File: src/engb_pkg.sv
`default_nettype none

package engb_pkg;

  // Widths of the item and configuration fields.
  localparam int COORD_W = 16;
  localparam int IDX_W   = 6;
  localparam int SQ_W    = 34;
  localparam int CFG_IDX_W = 3;

  // Configuration register indexes.
  localparam logic [CFG_IDX_W-1:0] CFG_THRESHOLD_SQ = 3'd0;
  localparam logic [CFG_IDX_W-1:0] CFG_RADIUS_SQ    = 3'd1;
  localparam logic [CFG_IDX_W-1:0] CFG_CENTER_X     = 3'd2;
  localparam logic [CFG_IDX_W-1:0] CFG_CENTER_Y     = 3'd3;
  localparam logic [CFG_IDX_W-1:0] CFG_CENTER_Z     = 3'd4;
  localparam logic [CFG_IDX_W-1:0] CFG_LOCAL_MODE   = 3'd5;

  typedef logic [IDX_W-1:0] idx_t;

  // One input item: a point.
  typedef struct packed {
    logic                      new_cloud;
    logic signed [COORD_W-1:0] coord_x;
    logic signed [COORD_W-1:0] coord_y;
    logic signed [COORD_W-1:0] coord_z;
  } in_item_t;

  // One result item: an edge, a closing item or an overflow item.
  typedef struct packed {
    idx_t lower_index;
    idx_t upper_index;
    logic edge_valid;
    logic overflow;
    logic last;
  } out_item_t;

  // Commands from the controller to the datapath.
  typedef struct packed {
    logic accept;
    logic issue_cmp;
    logic issue_close;
    logic emit_ovf;
  } cmd_t;

  // Status from the datapath to the controller.
  typedef struct packed {
    logic adv;
    logic at_end;
    logic full;
    logic close_done;
  } status_t;

endpackage

`default_nettype wire

File: src/engb_ctrl.sv
`default_nettype none

module engb_ctrl (
  input  wire                clk_i,
  input  wire                rst_ni,
  input  wire                in_valid_i,
  output logic               in_stall_o,
  input  engb_pkg::status_t  status_i,
  output engb_pkg::cmd_t     cmd_o
);

  typedef enum logic [3:0] {
    ST_IDLE  = 4'b0001,
    ST_SCAN  = 4'b0010,
    ST_DRAIN = 4'b0100,
    ST_OVF   = 4'b1000
  } state_e;

  state_e state_q, state_d;

  // State register.
  always_ff @(posedge clk_i or negedge rst_ni) begin
    if (!rst_ni) begin
      state_q <= ST_IDLE;
    end else begin
      state_q <= state_d;
    end
  end

  // A new point is taken only while no other point is at work.
  assign in_stall_o = (state_q != ST_IDLE);

  // Next state and commands.
  always_comb begin
    state_d = state_q;
    cmd_o   = '0;
    case (state_q)
      ST_IDLE: begin
        if (in_valid_i) begin
          cmd_o.accept = 1'b1;
          state_d = status_i.full ? ST_OVF : ST_SCAN;
        end
      end
      ST_SCAN: begin
        if (status_i.adv) begin
          if (status_i.at_end) begin
            cmd_o.issue_close = 1'b1;
            state_d = ST_DRAIN;
          end else begin
            cmd_o.issue_cmp = 1'b1;
          end
        end
      end
      ST_DRAIN: begin
        if (status_i.close_done) begin
          state_d = ST_IDLE;
        end
      end
      ST_OVF: begin
        if (status_i.adv) begin
          cmd_o.emit_ovf = 1'b1;
          state_d = ST_IDLE;
        end
      end
      default: begin
        state_d = ST_IDLE;
      end
    endcase
  end

endmodule

`default_nettype wire

File: config.mk
export PLATFORM = sky130hd
export DESIGN_NAME = engb_ctrl
export DESIGN_NICKNAME = d
export VERILOG_FILES = /design/src/engb_pkg.sv /design/src/engb_ctrl.sv
export SDC_FILE = /design/constraint.sdc
export NUM_CORES = 1
export LEC_CHECK = 0
export BUFFER_PORTS_ARGS = -buffer_cell sky130_fd_sc_hd__buf_2
export CORE_AREA = 2 2 39 41
export DETAILED_ROUTE_END_ITERATION = 7
export DIE_AREA = 0 0 41 43
export SETUP_SLACK_MARGIN = 0.05
export SYNTH_ARGS = -nofsm -noshare
export SYNTH_HDL_FRONTEND = slang
export SYNTH_SLANG_ARGS = --single-unit
export TNS_END_PERCENT = 100
File: constraint.sdc
create_clock -name clk_i -period 1.98 [get_ports clk_i]
set_clock_uncertainty 0.2 [all_clocks]
set_input_delay 0.396 -clock clk_i [delete_from_list [all_inputs] [get_ports clk_i]]
set_output_delay 0.396 -clock clk_i [all_outputs]
set_load 0.02 [all_outputs]
==> results of run 1 <==
[kinds of logic after synthesis]
family / Yosys count
and+or+nand+nor: 18
DFF: 4
AOI/OAI and AO/OA: 6
xor gates and xnor gates: 1
buffers and inverters: 4
[repair_timing]
item                                    CTS  global route
hold buffers                              1             0
endpoints found under the setup margin    0             2
buffers inserted                          0             2
gates resized for setup                   0             3
hold endpoints to repair                  4             0
[worst max-delay path by stage]
| stage | to | slack, ps | depth (start not counted) |
|---|---|---|---|
| 6_report | cmd_o[3] | 120 | 2 |
| 5_1_grt | cmd_o[2] | 60 | 4 |
| 4_1_cts | cmd_o[3] | 80 | 3 |
| 3_3_place_gp | cmd_o[3] | 370 | 3 |
| 2_1_floorplan | cmd_o[2] | 240 | 4 |
| 3_5_place_dp | cmd_o[3] | 340 | 3 |
[metrics by stage]
step	std cells	hold WS, ps	area (um2)	setup WS (ps)
2_1_floorplan	33	-99.6	328	238
3_3_place_gp	59	5.62	388	369
3_5_place_dp	59	2.79	388	341
4_1_cts	64	184	424	80.4
5_1_grt	66	195	444	55.1
6_report	66	187	444	121
[report_power, final]
group | total (mW) | switching [mW] | internal, mW | leakage (nW)
clock network | 0.111 | 0.0350 | 0.0757 | 0.0150
logic | 0.217 | 0.104 | 0.112 | 0.130
registers | 0.154 | 0.0425 | 0.112 | 0.0481
total | 0.481 | 0.182 | 0.300 | 0.193
[cell type report]
| cell class | instances | area, um2 |
|---|---|---|
| Timing Repair Buffer | 15 | 87.6 |
| Sequential cell | 4 | 104 |
| Fill cell | 141 | 940 |
| Tap cell | 16 | 20.0 |
| Multi-Input combinational cell | 25 | 199 |
| Inverter | 2 | 7.51 |
| Clock buffer | 4 | 26.3 |
[Yosys cell counts (all sizes together) (2+ instances only)]
library cell | n | share of area (%)
nor2 | 4 | 4.6
dfrtp | 3 | 23
nand3b | 2 | 4.6
inv | 2 | 2.3
and4bb | 2 | 7.6
nor3 | 3 | 4.6
buf | 2 | 6.9
nand2 | 2 | 2.3
[layer usage]
layer  wire (um)  part of all wire (%)  vias up  global-route usage [%]
met1         263                    39      141                    10.7
met3          20                   3.0        0                    2.09
met2         392                    58        2                    11.9
li1            -                     -      157                       -
met5           0                     0        -                       0
met4           0                     0        0                    6.00
==> impl_results.md, run 1 <==
* Die Span X at 41 um
* Post-synthesis simple-gate area fraction at roughly two fifths
* Worst hold start: status_i[1]
* Main combinational cell family by area after synthesis: simple AND/OR/NAND/NOR gates
* Share of layout cells above drive strength 1 at 52.0%
* Placer Congestion at 0.736
* Max_cap viols at 0
* Final hold vios at 0
* Vias in the first global route at 252
* Iteration-0 DRC Markers at 8
* Status: finished, final reports clean
* Inserted Clock Buffers at 3
* Row cnt at 14
* Max Clock Freq at 0.538 GHz
* PD cells at between 1000 and 1500 nW/um2
* Worst path slowest cell: dfstp_2
* Register bit count reported by yosys at 4
* Diode count at 0
* DRC errors left at 0
* Clock sinks at 4
* Final core utilization at about a third
* Clock Tree Buf Depth at 2
* Distinct cells, synth at 21
* Fin crit share at 93.9%
* DR vias at 300
* Worst hold path stage count at 2
* Measured slew at the worst slew-check pin at 237 ps
* Hold WC Path Type: input port to register
* Final net count at 58
* Syn Inst Count at 33
* Worst-path clk slew at approximately 40 ps
* Syn-to-layout area delta at 35.5%
* Final worst path period need at between 1500 and 2000 ps
* Number of synthesized flops with an enable pin at 0
* Critical Path Max Stage Delay at 610 ps
* Hold worst-path end: state_q[3]
* Max VDD drop at roughly 0.41 mV
* Biggest register: state_q
* Global-route wire length before repair at 1000 um
* HPWL Detailed at 538 um
* Mux cell area share after synthesis at 0%
* Overall routing resource usage at 8.46%
* CP startpoint kind: register
* Power Total at 0.481 mW
* Synth Area in XOR/XNOR at under 10%
* Top delay family on crit path: flip-flops
* Crit path cell chain: and4b_2 -> buf_2
* CTS tree: yes
* Net count after synthesis at 40
* Setup TNS at 0 ps
* Die footprint at 1760 um2
* Top Ports at 12
* Sequential area share after synthesis at 30.9%
* Detail Route Antenna Nets at 0
* Worst reg2reg startpoint: state_q[0]
* Core area at 1380 um2
* Most common cell after layout, fill and taps aside: buf_2
* Total congestion overflow at 0
* Yosys warning total at 0
* Initial Util at 23.7%
* Initial antenna violation count at 0
* Die Ht at 43 um
* Post-Synth Adder-Cell Area at 0%
* Worst-Skew Late Latency at ~240 ps
* WP data arrival at 1260 ps
* DR pass1 iterations at 4
* R2R depth at 4
* Setup crit end kind: primary output
* Pleak at 0.193 nW
* Worst-path fanout max at 8
* Synth Area in Compound Gates at 17.2%
* R2R setup slack at approximately 520 ps
* Pin count of the biggest net entering global routing at 9
* Worst R2R End: state_q[0]
* Largest register FFs at 4
* Setup violators final at 0
* Unrepaired setup endpoints after global routing: false
* Via/cell ratio at about 4.5
* Mapped Area at 328 um2
* Most frequent cells in the layout: buf_2 (11), nor2_1 (3), nor3_1 (3), clkbuf_4 (3), buf_4 (3)
* Rel. slew slack at 84.2%
* CP bufs+invs at 1
* CP required at 1380 ps
* Routed WL at 677 um
* Syn Area/Cell at 9.93 um2
* Post-synth top flop: dfrtp_1
* Async set-reset flop share out of synthesis at 100%
* Top Registers: state_q (4)
* Root Buffer: clkbuf_4
* CP Launch Point: state_q[0]
* CTS H-tree depth at 1
* # port buffers at 11
* Max-slew violations at 0
* Wire per inst at between 10 and 15 um
* Critical path type: register to primary output
No activity file was read; power rests on OpenSTA's default activity.
==> run 2, diff against run 1 <==
--- a/config.mk
+++ b/config.mk
@@ -7,6 +7,7 @@
 export LEC_CHECK = 0
 export BUFFER_PORTS_ARGS = -buffer_cell sky130_fd_sc_hd__buf_2
 export CORE_AREA = 2 2 39 41
+export CTS_BUF_LIST = sky130_fd_sc_hd__clkbuf_8
 export DETAILED_ROUTE_END_ITERATION = 7
 export DIE_AREA = 0 0 41 43
 export SETUP_SLACK_MARGIN = 0.05
==> run 2 against run 1 <==
  * Via count rose by 1.0%
  * Flip-flop and latch count did not move
  * Fmax rose by 0.94%
  * Largest cell class unchanged
  * Combinational power fell by 2%
  * Register-to-register slack improved by 90 ps
  * Critical path depth did not move
  * Count of clock-buffer cells in the layout fell by 1
  * Sequential share of layout area fell by 1.0 points
  * Worst hold slack improved by 19 ps
  * Final area rose by 2.0%
==> impl_results.md, run 2 (synthesis gave the netlist of run 1 again) <==
* Syn-to-layout area delta at 38.2%
* Final cell count without fillers at 65 (-1.5%)
* Iteration-0 DRC Markers at 10 (+2)
* Die footprint at 1760 um2 (unchanged)
* Worst-Skew Late Latency at 220 ps (-20 ps)
* Clock Tree Buf Depth at 2 (unchanged)
* Root Buffer: clkbuf_8
* Hold WC Path Type: input port to register
* Placer Congestion at 0.736 (unchanged)
* Unrepaired setup endpoints after global routing: false
* Final worst path period need at 1840 ps (-17.4 ps)
* Row cnt at 14 (unchanged)
* Share of layout cells above drive strength 1 at 46.9% (-5.1 points)
* DRC errors left at 0 (unchanged)
* PD cells at 1190 nW/um2 (+10%)
* Biggest register: state_q
* Overall routing resource usage at 8.46% (unchanged)
* Power Total at 0.541 mW (+12%)
* Final hold vios at 0 (unchanged)
* Die Span X at 41 um (unchanged)
* Top Ports at 12 (unchanged)
* Placed cell count at 59 (unchanged)
* Final net count at 57 (-1.7%)
* DR vias at 303 (+1.0%)
* Status: finished, final reports clean
* Max Clock Freq at 0.543 GHz (+0.94%)
* Worst-path fanout max at 8 (unchanged)
* Placed cell areas at 388 um2 (unchanged)
* Fin crit share at 93.0% (-0.88 points)
* WP data arrival at 1250 ps (about the same)
* Crit path cell chain: and4b_2 -> buf_2
* Initial Util at 23.7% (unchanged)
* Critical Path Max Stage Delay at 610 ps (about the same)
* Inserted Clock Buffers at 3 (unchanged)
* Top delay family on crit path: flip-flops
* Rel. slew slack at 82.9% (-1.2 points)
* Hold slack at 206 ps (+19.0 ps)
* Max VDD drop at 0.504 mV (+24%)
* Die Ht at 43 um (unchanged)
* Max-slew violations at 0 (unchanged)
* HPWL Detailed at 538 um (unchanged)
* CP required at 1380 ps (about the same)
* Routed WL at 675 um (-0.30%)
* Pre-CTS setup slack at 341 ps (unchanged)
* Max_cap viols at 0 (unchanged)
* Setup crit end kind: primary output
* Clock sinks at 4 (unchanged)
* Detail Route Antenna Nets at 0 (unchanged)
* CP bufs+invs at 1 (unchanged)
* Vias in the first global route at 249 (-1.2%)
* Total congestion overflow at 0 (unchanged)
* Measured slew at the worst slew-check pin at 256 ps (+19.1 ps)
* Core area at 1380 um2 (unchanged)
* Final WS setup at 138 ps (+17.4 ps)
* Setup TNS at 0 ps (unchanged)
* CTS tree: yes
* Most common cell after layout, fill and taps aside: buf_2
* Top Registers: state_q (4)
* CTS H-tree depth at 1 (unchanged)
* Worst path slowest cell: dfstp_2
* Largest register FFs at 4 (unchanged)
* Final core utilization at 32.7% (+0.63 points)
* Via/cell ratio at 4.66 (+2.6%)
* Diode count at 0 (unchanged)
* Worst-path clk slew at 30 ps (about the same)
* Critical path type: register to primary output
* Pleak at 0.203 nW (+5.0%)
* Global-route wire length before repair at 1000 um (unchanged)
* Wire per inst at 10.4 um (+1.2%)
* CP startpoint kind: register
* Initial antenna violation count at 0 (unchanged)
* Cell area after layout at 453 um2 (+2.0%)
* DR pass1 iterations at 4 (unchanged)
* # port buffers at 11 (unchanged)
* Setup violators final at 0 (unchanged)
* Pin count of the biggest net entering global routing at 9 (unchanged)
-- run 2: report_power, final --
group / total, mW / internal [mW] / switching [mW]
clock: 0.176 / 0.132 / 0.0438
combinational: 0.212 / 0.109 / 0.103
sequential: 0.153 / 0.111 / 0.0425
-- run 2: what timing repair did --
item                                    in CTS  in global routing
hold buffers                                 1                  0
endpoints found under the setup margin       0                  2
gates resized for setup                      0                  1
hold endpoints to repair                     4                  0
buffers inserted                             0                  1
-- run 2: area by class of cell --
cell class | count | area (um2)
inverters | 2 | 7.51
flip-flops and latches | 4 | 101
clock buffers | 3 | 41.3
repair buffers | 14 | 80.1
clock inverters | 1 | 3.75
multi-input cells | 25 | 199
fillers | 141 | 931
well taps | 16 | 20.0
-- run 2: metal layers --
layer	track usage [%]	wire, um	vias to the layer above
met5	0	0	-
met4	6.00	0	0
met3	2.09	20	0
met2	11.9	389	2
met1	10.7	266	145
li1	-	-	156
-- run 2: final timing paths --
| path | slack (ps) | end | startpoint | cells past startpoint |
|---|---|---|---|---|
| worst max-delay path | 140 | cmd_o[3] | state_q[0] | 2 |
| worst min-delay path | 210 | state_q[3] | status_i[1] | 2 |
| worst max register to register | 610 | state_q[0] | state_q[1] | 4 |
| worst min register to register | 370 | state_q[1] | state_q[2] | 1 |
| max in group asynchronous | 1060 | state_q[0] | rst_ni | 2 |
| min in group asynchronous | 320 | state_q[1] | rst_ni | 2 |
-- run 2: worst reg2reg max path: stages, from the launching register on --
cell and delay, ps:
dfrtp_1 400, buf_4 170, nor4b_2 300, a211oi_2 80, a2bb2oi_2 140
==> run 3, diff against run 2 <==
--- a/config.mk
+++ b/config.mk
@@ -6,10 +6,13 @@
 export NUM_CORES = 1
 export LEC_CHECK = 0
 export BUFFER_PORTS_ARGS = -buffer_cell sky130_fd_sc_hd__buf_2
+export CELL_PAD_IN_SITES_DETAIL_PLACEMENT = 2
+export CELL_PAD_IN_SITES_GLOBAL_PLACEMENT = 2
 export CORE_AREA = 2 2 39 41
 export CTS_BUF_LIST = sky130_fd_sc_hd__clkbuf_8
 export DETAILED_ROUTE_END_ITERATION = 7
 export DIE_AREA = 0 0 41 43
+export PLACE_DENSITY_LB_ADDON = 0.1
 export SETUP_SLACK_MARGIN = 0.05
 export SYNTH_ARGS = -nofsm -noshare
 export SYNTH_HDL_FRONTEND = slang
==> run 3 against run 2 <==
  * Worst setup slack worse by 52 ps
  * Combinational power up 3%
  * Clock power about the same
  * Routed wire length up 54%
  * Final area up 1.4%
  * Count of clock-buffer cells in the layout unchanged
  * Critical path depth unchanged
  * Worst hold slack better by 5.8 ps
  * Critical path type unchanged
==> impl_results.md, run 3 (synthesis gave the netlist of run 1 again) <==
* Status: finished, final reports clean
* Placer Congestion at 0.690 (-6.2%)
* Via/cell ratio at 4.88 (+4.6%)
* HPWL Detailed at 811 um (+51%)
* Top Registers: state_q (4)
* WP data arrival at 1300 ps (+50 ps)
* Max_cap viols at 0 (unchanged)
* # fillers at 161 (+14%)
* Final worst path period need at 1890 ps (+52.4 ps)
* PD cells at 1230 nW/um2 (+2.7%)
* Diode count at 0 (unchanged)
* Wire per inst at 16.0 um (+54%)
* Internal power at 0.355 mW (+1.1%)
* Core area at 1380 um2 (unchanged)
* Row cnt at 14 (unchanged)
* Iteration-0 DRC Markers at 5 (-5)
* Root Buffer: clkbuf_8
* Share of layout cells above drive strength 1 at 55.1% (+8.2 points)
* Clock Power Share at 31.6% (-0.9 points)
* Final hold vios at 0 (unchanged)
* Setup crit end kind: primary output
* R2R depth at 4 (unchanged)
* Final cell count without fillers at 65 (unchanged)
* Area occupied by multi-input gates at 201 um2 (+1.3%)
* Critical Path Max Stage Delay at 630 ps (+20 ps)
* Routed WL at 1040 um (+54%)
* Hold WC Path Type: input port to register
* Max-slew violations at 0 (unchanged)
* Sw Pwr at 0.208 mW (+9.8%)
* Worst-path fanout max at 8 (unchanged)
* Reg power frac at 29.4% (+1.1 points)
* DR pass1 iterations at 3 (-1)
* Top Ports at 12 (unchanged)
* Sw Ratio at 37.0% (+1.9 points)
* Worst-path clk slew at 30 ps (about the same)
* Logic pwr share at 38.9% (-0.3 points)
* Pleak at 0.198 nW (-2.3%)
* Worst hold path stage count at 2 (unchanged)
* Pin count of the biggest net entering global routing at 12 (+3)
* CP startpoint kind: register
* Setup violators final at 0 (unchanged)
* Die footprint at 1760 um2 (unchanged)
* DR vias at 317 (+4.6%)
* Unrepaired setup endpoints after global routing: true
* Inserted Clock Buffers at 3 (unchanged)
* Worst-Skew Late Latency at 220 ps (about the same)
* Overall routing resource usage at 14.5% (+6.1 points)
* Max VDD drop at 0.580 mV (+15%)
* Global-route wire length before repair at 1660 um (+66%)
* CTS H-tree depth at 1 (unchanged)
* Placed cell count at 58 (-1.7%)
* Crit path cell chain: and4b_2 -> buf_2
* Largest register FFs at 4 (unchanged)
* DRC errors left at 0 (unchanged)
* Syn-to-layout area delta at 40.1%
* Fin crit share at 95.7% (+2.6 points)
* Critical path type: register to primary output
* Clock sinks at 4 (unchanged)
* Worst path slowest cell: dfstp_2
* Detail Route Antenna Nets at 0 (unchanged)
* Rel. slew slack at 83.8% (+0.83 points)
* Die Ht at 43 um (unchanged)
* Most frequent cells in the layout: buf_2 (11), inv_1 (3), nor3_1 (3), clkbuf_8 (3), dfrtp_2 (3)
* Measured slew at the worst slew-check pin at 243 ps (-12.9 ps)
* # port buffers at 11 (unchanged)
* Final net count at 57 (unchanged)
* Total congestion overflow at 0 (unchanged)
* Initial antenna violation count at 0 (unchanged)
* Initial Util at 23.7% (unchanged)
* Die Span X at 41 um (unchanged)
* Setup TNS at 0 ps (unchanged)
* Vias in the first global route at 345 (+39%)
* Max Clock Freq at 0.528 GHz (-2.8%)
* Most common cell after layout, fill and taps aside: buf_2
* CP required at 1380 ps (about the same)
* CTS tree: yes
* Biggest register: state_q
* Register area at 105 um2 (+3.7%)
* Clock Tree Buf Depth at 2 (unchanged)
[run 3: cell count changes in the layout (fill, tap and decap cells not counted)]
| cell | before | now |
|---|---|---|
| nor2_2 | 1 | 2 |
| nor2_1 | 3 | 2 |
| dfrtp_2 | 0 | 3 |
| dfrtp_1 | 3 | 0 |
[run 3: per-stage QoR]
step                      setup slack, ps  hold WS, ps  utilization (%)  total power [mW]  cell area, um2
final                                85.9          212             33.2             0.564             459
after global routing                 32.6          236             33.2             0.598             459
after global placement                268         3.10             27.5             0.351             380
after detailed placement              172         8.42             27.5             0.363             380
after floorplan                       238        -99.6                -             0.317             328
after CTS                            55.5          217             31.7             0.552             439
[run 3: worst max-delay path, delay by kind of cell (launching register included)]
kind	cells	cell delay, ps
buf+inv	1	170
simple gates	1	280
flops	1	630
[run 3: repair_timing]
action | 4_1_cts | 5_1_grt
hold buffers | 1 | 0
cloned | 0 | 0
endpoints found under the setup margin | 3 | 3
hold endpoints to repair | 4 | 0
pin swaps | 0 | 0
resized for setup | 2 | 3
setup buffers | 0 | 2
[run 3: layout make-up]
type	count	share of cell area, %
clock inverters	1	0.817
multi-input cells	25	43.9
repair buffers	14	17.4
inverters	2	1.63
flip-flops and latches	4	22.9
well taps	16	4.36
clock buffers	3	8.99
[run 3: worst paths after layout]
path,from,slack [ps],to
max,state_q[0],90,cmd_o[3]
min,status_i[1],210,state_q[3]
max reg2reg,state_q[1],560,state_q[0]
min reg2reg,state_q[3],350,state_q[1]
max in group asynchronous,rst_ni,1060,state_q[0]
min in group asynchronous,rst_ni,310,state_q[3]
[run 3: power groups by stage]
stage	logic, mW	clock network [mW]	registers [mW]
3_3_place_gp	0.190	0	0.161
3_5_place_dp	0.197	0	0.166
6_report	0.219	0.178	0.166
4_1_cts	0.202	0.183	0.167
5_1_grt	0.238	0.188	0.171
2_1_floorplan	0.181	0	0.135
[run 3: per-layer routing]
layer	vias to the layer above	GRT usage (%)	part of all wire (%)
li1	154	-	-
met1	152	18.6	42
met2	11	21.6	54
met3	0	6.28	4.0
met4	0	4.00	0
met5	-	0	0
